## src/rtl/atmr_pkg.sv

```systemverilog
`default_nettype none

package atmr_pkg;

  localparam int unsigned TIME_W  = 12;
  localparam int unsigned HOUR_W  = 5;
  localparam int unsigned MIN_W   = 6;
  localparam int unsigned COUNT_W = 5;

  // func codes
  localparam logic FUNC_ADD  = 1'b0;
  localparam logic FUNC_TICK = 1'b1;

  // decimal HHMM: hour weight
  localparam logic [TIME_W-1:0] DECIMAL_SPLIT = 12'd100;

  typedef struct packed {
    logic              func;
    logic [TIME_W-1:0] alarm_hhmm;
    logic [HOUR_W-1:0] now_hour;
    logic [MIN_W-1:0]  now_minute;
  } in_t;

  typedef struct packed {
    logic               ring;
    logic               add_rejected;
    logic [COUNT_W-1:0] alarm_count;
  } out_t;

endpackage

`default_nettype wire

```

## src/rtl/alarm_table_match_remove.sv

```systemverilog
// Alarm table with match-and-remove. An add item goes from acceptance to the
// done state, which loads its result into the output register. A tick item
// walks the table one entry per cycle through a single memory read port and
// one 12-bit equality compare; the read data is registered before the
// compare, and the done state then loads the output register. The
// tick's hour and minute are folded once into an HHMM value, so each entry is
// matched with a plain compare. Kept entries are written back in place behind
// the read pointer. One item is in work at a time; the finished result sits
// in an output register, and a new item may be accepted while it waits.
`default_nettype none

module alarm_table_match_remove
  import atmr_pkg::*;
#(
  parameter int unsigned MAX_ALARMS = 16
) (
  input  wire logic clk_i,
  input  wire logic rst_ni,
  input  wire logic in_valid_i,
  output logic      in_ready_o,
  input  wire in_t  in_i,
  output logic      out_valid_o,
  input  wire logic out_ready_i,
  output out_t      out_o
);

  localparam int unsigned IdxW = (MAX_ALARMS > 1) ? $clog2(MAX_ALARMS) : 1;
  localparam int unsigned CntW = $clog2(MAX_ALARMS + 1);
  localparam logic [CntW-1:0] MaxCnt = CntW'(MAX_ALARMS);

  typedef enum logic [1:0] {
    StIdle,
    StScan,
    StDone
  } state_e;

  state_e            state_q;
  logic [CntW-1:0]   count_q;
  logic [CntW-1:0]   rd_cnt_q;
  logic [CntW-1:0]   kept_q;
  logic              pend_q;
  logic [TIME_W-1:0] target_q;
  logic              ring_q;
  logic              rej_q;
  logic              out_valid_q;
  out_t              out_q;

  logic [TIME_W-1:0] mem_q [MAX_ALARMS];
  logic [TIME_W-1:0] rdata_q;

  logic              accept;
  logic              issue;
  logic              hit;
  logic              we;
  logic [IdxW-1:0]   waddr;
  logic [TIME_W-1:0] wdata;
  logic [CntW+4:0]   count_ext;

  assign in_ready_o  = (state_q == StIdle);
  assign accept      = in_valid_i && in_ready_o;
  assign issue       = (state_q == StScan) && (rd_cnt_q < count_q);
  assign hit         = (rdata_q == target_q);
  assign out_valid_o = out_valid_q;
  assign out_o       = out_q;
  assign count_ext   = {5'b0, count_q};

  // single write port: append on add, compaction during a scan
  always_comb begin
    we    = 1'b0;
    waddr = kept_q[IdxW-1:0];
    wdata = rdata_q;
    if (accept && in_i.func == FUNC_ADD && count_q < MaxCnt) begin
      we    = 1'b1;
      waddr = count_q[IdxW-1:0];
      wdata = in_i.alarm_hhmm;
    end else if (state_q == StScan && pend_q && !hit) begin
      we = 1'b1;
    end
  end

  always_ff @(posedge clk_i) begin
    if (we) begin
      mem_q[waddr] <= wdata;
    end
    if (issue) begin
      rdata_q <= mem_q[rd_cnt_q[IdxW-1:0]];
    end
  end

  always_ff @(posedge clk_i or negedge rst_ni) begin
    if (!rst_ni) begin
      state_q     <= StIdle;
      count_q     <= '0;
      rd_cnt_q    <= '0;
      kept_q      <= '0;
      pend_q      <= 1'b0;
      target_q    <= '0;
      ring_q      <= 1'b0;
      rej_q       <= 1'b0;
      out_valid_q <= 1'b0;
      out_q       <= '0;
    end else begin
      // StDone reloads the output register itself
      if (out_valid_q && out_ready_i && state_q != StDone) begin
        out_valid_q <= 1'b0;
      end
      case (state_q)
        StIdle: begin
          if (accept) begin
            ring_q   <= 1'b0;
            rej_q    <= 1'b0;
            rd_cnt_q <= '0;
            kept_q   <= '0;
            pend_q   <= 1'b0;
            target_q <= TIME_W'(in_i.now_hour) * DECIMAL_SPLIT
                        + TIME_W'(in_i.now_minute);
            if (in_i.func == FUNC_TICK) begin
              state_q <= StScan;
            end else begin
              if (count_q < MaxCnt) begin
                count_q <= count_q + CntW'(1);
              end else begin
                rej_q <= 1'b1;
              end
              state_q <= StDone;
            end
          end
        end
        StScan: begin
          pend_q <= issue;
          if (issue) begin
            rd_cnt_q <= rd_cnt_q + CntW'(1);
          end
          if (pend_q) begin
            if (hit) begin
              ring_q <= 1'b1;
            end else begin
              kept_q <= kept_q + CntW'(1);
            end
          end else if (!issue) begin
            count_q <= kept_q;
            state_q <= StDone;
          end
        end
        StDone: begin
          if (!out_valid_q || out_ready_i) begin
            out_valid_q       <= 1'b1;
            out_q.ring         <= ring_q;
            out_q.add_rejected <= rej_q;
            out_q.alarm_count  <= count_ext[COUNT_W-1:0];
            state_q           <= StIdle;
          end
        end
        default: begin
          state_q <= StIdle;
        end
      endcase
    end
  end

  a_count_bound: assert property (@(posedge clk_i) disable iff (!rst_ni)
    count_q <= MaxCnt)
    else $error("alarm count above table size");

  a_kept_behind_read: assert property (@(posedge clk_i) disable iff (!rst_ni)
    state_q == StScan |-> kept_q <= rd_cnt_q && rd_cnt_q <= count_q)
    else $error("compaction pointer ahead of read pointer");

  a_ring_rej_excl: assert property (@(posedge clk_i) disable iff (!rst_ni)
    out_valid_o |-> !(out_o.ring && out_o.add_rejected))
    else $error("ring and add_rejected both set");

  a_pend_in_scan: assert property (@(posedge clk_i) disable iff (!rst_ni)
    pend_q && state_q != StScan |-> $past(state_q) == StScan)
    else $error("read pending outside a scan");

  a_count_hold_scan: assert property (@(posedge clk_i) disable iff (!rst_ni)
    state_q == StScan && $past(state_q) == StScan |-> $stable(count_q))
    else $error("count changed in the middle of a scan");

endmodule

`default_nettype wire

```

## config.mk

```make
export PLATFORM = sky130hd
export DESIGN_NAME = alarm_table_match_remove
export DESIGN_NICKNAME = d
export VERILOG_FILES = /design/src/rtl/atmr_pkg.sv /design/src/rtl/alarm_table_match_remove.sv
export SDC_FILE = /design/constraint.sdc
export NUM_CORES = 1
export LEC_CHECK = 0
export ABC_AREA = 1
export BUFFER_PORTS_ARGS = -buffer_cell sky130_fd_sc_hd__buf_2
export CAP_MARGIN = 20
export CORE_AREA = 4 4 140 142
export DETAILED_ROUTE_END_ITERATION = 12
export DIE_AREA = 0 0 144 146
export PLACE_DENSITY_LB_ADDON = 0.25
export SETUP_SLACK_MARGIN = 0.15
export SYNTH_ARGS = -nofsm -noshare
export SYNTH_HDL_FRONTEND = slang
export SYNTH_SLANG_ARGS = --single-unit
export TNS_END_PERCENT = 10
```

## constraint.sdc

```tcl
create_clock -name clk_i -period 2.9 [get_ports clk_i]
set_input_delay 0.58 -clock clk_i [delete_from_list [all_inputs] [get_ports clk_i]]
set_output_delay 0.58 -clock clk_i [all_outputs]
set_load 0.02 [all_outputs]
```

==> results.md <==
- Site Rows: 50
- Clock transition at path regs: 0.06 ns
- Largest net degree at the start of global routing: 80
- Share of cells above drive strength 1: 12.8%
- Final worst slack: 0.494 ns
- Number of global-route vias before repair: 7004
- Root Driver: clkbuf_16
- Commonest cells post-synth: edfxtp_1, nand2_1, nor2_1, o21ai_0, inv_1
- Most used flip-flop cell after synthesis: edfxtp_1
- Fin util: 66.7%
- Synth area leader: edfxtp_1
- Chip height: 146 microns
- Crit path largest cell delay: 0.57 ns
- VDD IR-drop max: 470 uV
- Post-synthesis net count: 1056
- Crit-path slowest cell: fa_1
- Number of flops mapped to enable cells by yosys: 204
- H-tree Lvls: 1
- Setup crit end kind: register
- Leak: 4.80 nW
- Worst Path Arrival: 2.80 ns
- Hold Buf Count CTS: 0
- Mapped cell area: 10900 sq um
- Max clock buf depth: 3
- Post-CTS Resized: 0
- Setup repair bufs after CTS: 0
- First-pass GRT wire length: 37.9 mm
- Setup TNS: 0 ns
- Design Power: 11.1 mW
- Remaining global-route overflow: 0
- Initial antenna violation count: 0
- Final nets: 1116
- Gpl congestion: 0.830
- 1st-pass router iterations: 5
- Hold Fails Final Rpt: 0
- Synth top area cells: edfxtp_1, dfrtp_1, o21ai_0
- Highest metal used: met4
- Worst Tran Pin Value: 1.03 ns
- Fillers: 1392
- WL/cell: 18.1 microns
- Starting Density: 59.1%
- Worst Hold Class: in2async
- Async S/R FF share, synth: 16.4%
- Syn Area/Cell: 10.9 sq um
- Total GRT Usage: 22.7%
- Antenna cell count: 0
- Post-synthesis sequential area ratio: 65.4%
- Yosys warns: 0
- Die ar.: 21000 sq um
- Highest net fanout along the worst path: 3
- Fmax: 416 MHz
- Layout area overhead: 13.0%
- MaxCap Viol Count: 0
- Rel. slew slack: 31.0%
- Crit path required time: 3.30 ns
- Tcrit/Tclk final: 83.0%
- Number of port buffers: 36
- Post-synth top area share: 56.2%
- Outcome: finished, final reports clean
- Place WS: -0.0493 ns
- Sinks on Clock Net: 244
- Met1 wire length: 10.3 mm
- Critical path cell sequence: buf_2 > ha_1 > ha_1 > ha_1 > fa_1 > inv_1 > nor2_1 > nand3_1 > nand2_1 > nand3_1 > nand3_1 > o21ai_0
- # IOs: 37
- PwrDens: 900 nW/um^2
- Met2 wire len: 11.3 mm
- RSZ-0062 raised after global routing: false
- Top-count cell post-synth: edfxtp_1
- Total routed wirelength: 23.7 mm
- Critical path class: in2reg
- Final slew viol count: 0
- Layout Skew: 0.0115 ns
- Synthesized flop and latch total: 244
- Critical Path Source Type: input pin
- Hold WS: 0.0478 ns
- Cell variety after synth: 36
- CTS tree: built
- Die W: 144 microns
- Post-Syn Instances: 998
- WL met3: 1.73 mm
- Post-DR vias/cell: 5.70
- Iter 0 DRT Violations: 661
- Vias: 7484
- # DRC: 0
- CTS Buf Count: 26
- Final worst path period need: 2.41 ns
- Clk_lat worst skew: 0.53 ns
- Core Region: 18500 sq um
- DP HPWL: 15.2 mm
- Routed Antenna Nets: 0
- Final setup viols: 0
[metal layers]
metal | up-vias | track usage (%)
met5 | - | 0
met4 | 0 | 5.84
met3 | 33 | 3.29
met2 | 286 | 36.2
met1 | 3562 | 33.1
li1 | 3603 | -
[through the flow]
stage,cell area [sq um],cells
after global placement,11400,1259
after global routing,12300,1312
after floorplan,10900,998
after detailed placement,11400,1260
after CTS,12300,1308
final,12300,1312
[layout by cell type (no fill, tap or decap), drive strengths merged, types with 4 or more instances in the layout]
cell	netlist	layout
buf	22	76
o21ai	150	150
nand4	4	4
edfxtp	204	204
nor2	151	151
nand3	46	46
a21oi	9	9
clkbuf	22	32
clkinv	1	11
o22ai	26	26
ha	28	28
o211ai	12	12
xnor2	8	8
inv	73	74
o221ai	12	12
nand2	177	177
dfrtp	40	40
[cell families after synthesis]
group,synth area share (%)
DFF,65.4
AOI/OAI and AO/OA,11.0
and+or+nand+nor,14.6
buffers and inverters,4.51
adders and majority gates,3.58
xor gates and xnor gates,0.884
[critical path: cells and delay by family]
kind                     cells  cell delay, ns
adder cells (fa/ha/maj)      4            1.37
AND/OR/NAND/NOR              5            0.58
buffers and inverters        2            0.19
AO/OA/AOI/OAI                1            0.08
[power breakdown]
part	total (mW)	internal, mW	switching (mW)
registers	4.75	4.49	0.262
clock network	3.21	1.89	1.32
logic	3.12	0.943	2.18
[final timing paths]
| kind | startpoint | to | slack [ns] | cells past startpoint |
|---|---|---|---|---|
| min in group clk_i | in_i[0] | target_q[0]$_DFFE_PN0P_ | 0.27 | 3 |
| worst min-delay path | rst_ni | count_q[0]$_DFFE_PN0P_ | 0.05 | 1 |
| max in group asynchronous | rst_ni | target_q[11]$_DFFE_PN0P_ | 2.20 | 2 |
| worst min register to register | out_o[0]$_DFFE_PN0P_ | out_o[0]$_DFFE_PN0P_ | 0.48 | 2 |
| worst max-delay path | in_i[6] | target_q[9]$_DFFE_PN0P_ | 0.49 | 12 |
| worst max register to register | rd_cnt_q[0]$_DFFE_PN0P_ | rdata_q[8]$_DFFE_PP_ | 0.58 | 6 |
[sequential cells by signal (all words and copies together) (netlist names)]
name,flops
out_o,7
rej_q,1
target_q,12
pend_q,1
state_q,2
kept_q,5
out_valid_o,1
mem_q,192
count_q,5
rdata_q,12
ring_q,1
rd_cnt_q,5
[final cells by class]
class	instances	area (sq um)	share of cell area, %
well taps	234	293	2.38
inverters	74	280	2.28
clock inverters	16	144	1.17
clock buffers	32	694	5.64
multi-input cells	636	3280	26.6
repair buffers	76	493	4.00
flip-flops and latches	244	7130	57.9
(Power assumes the default switching activity.)
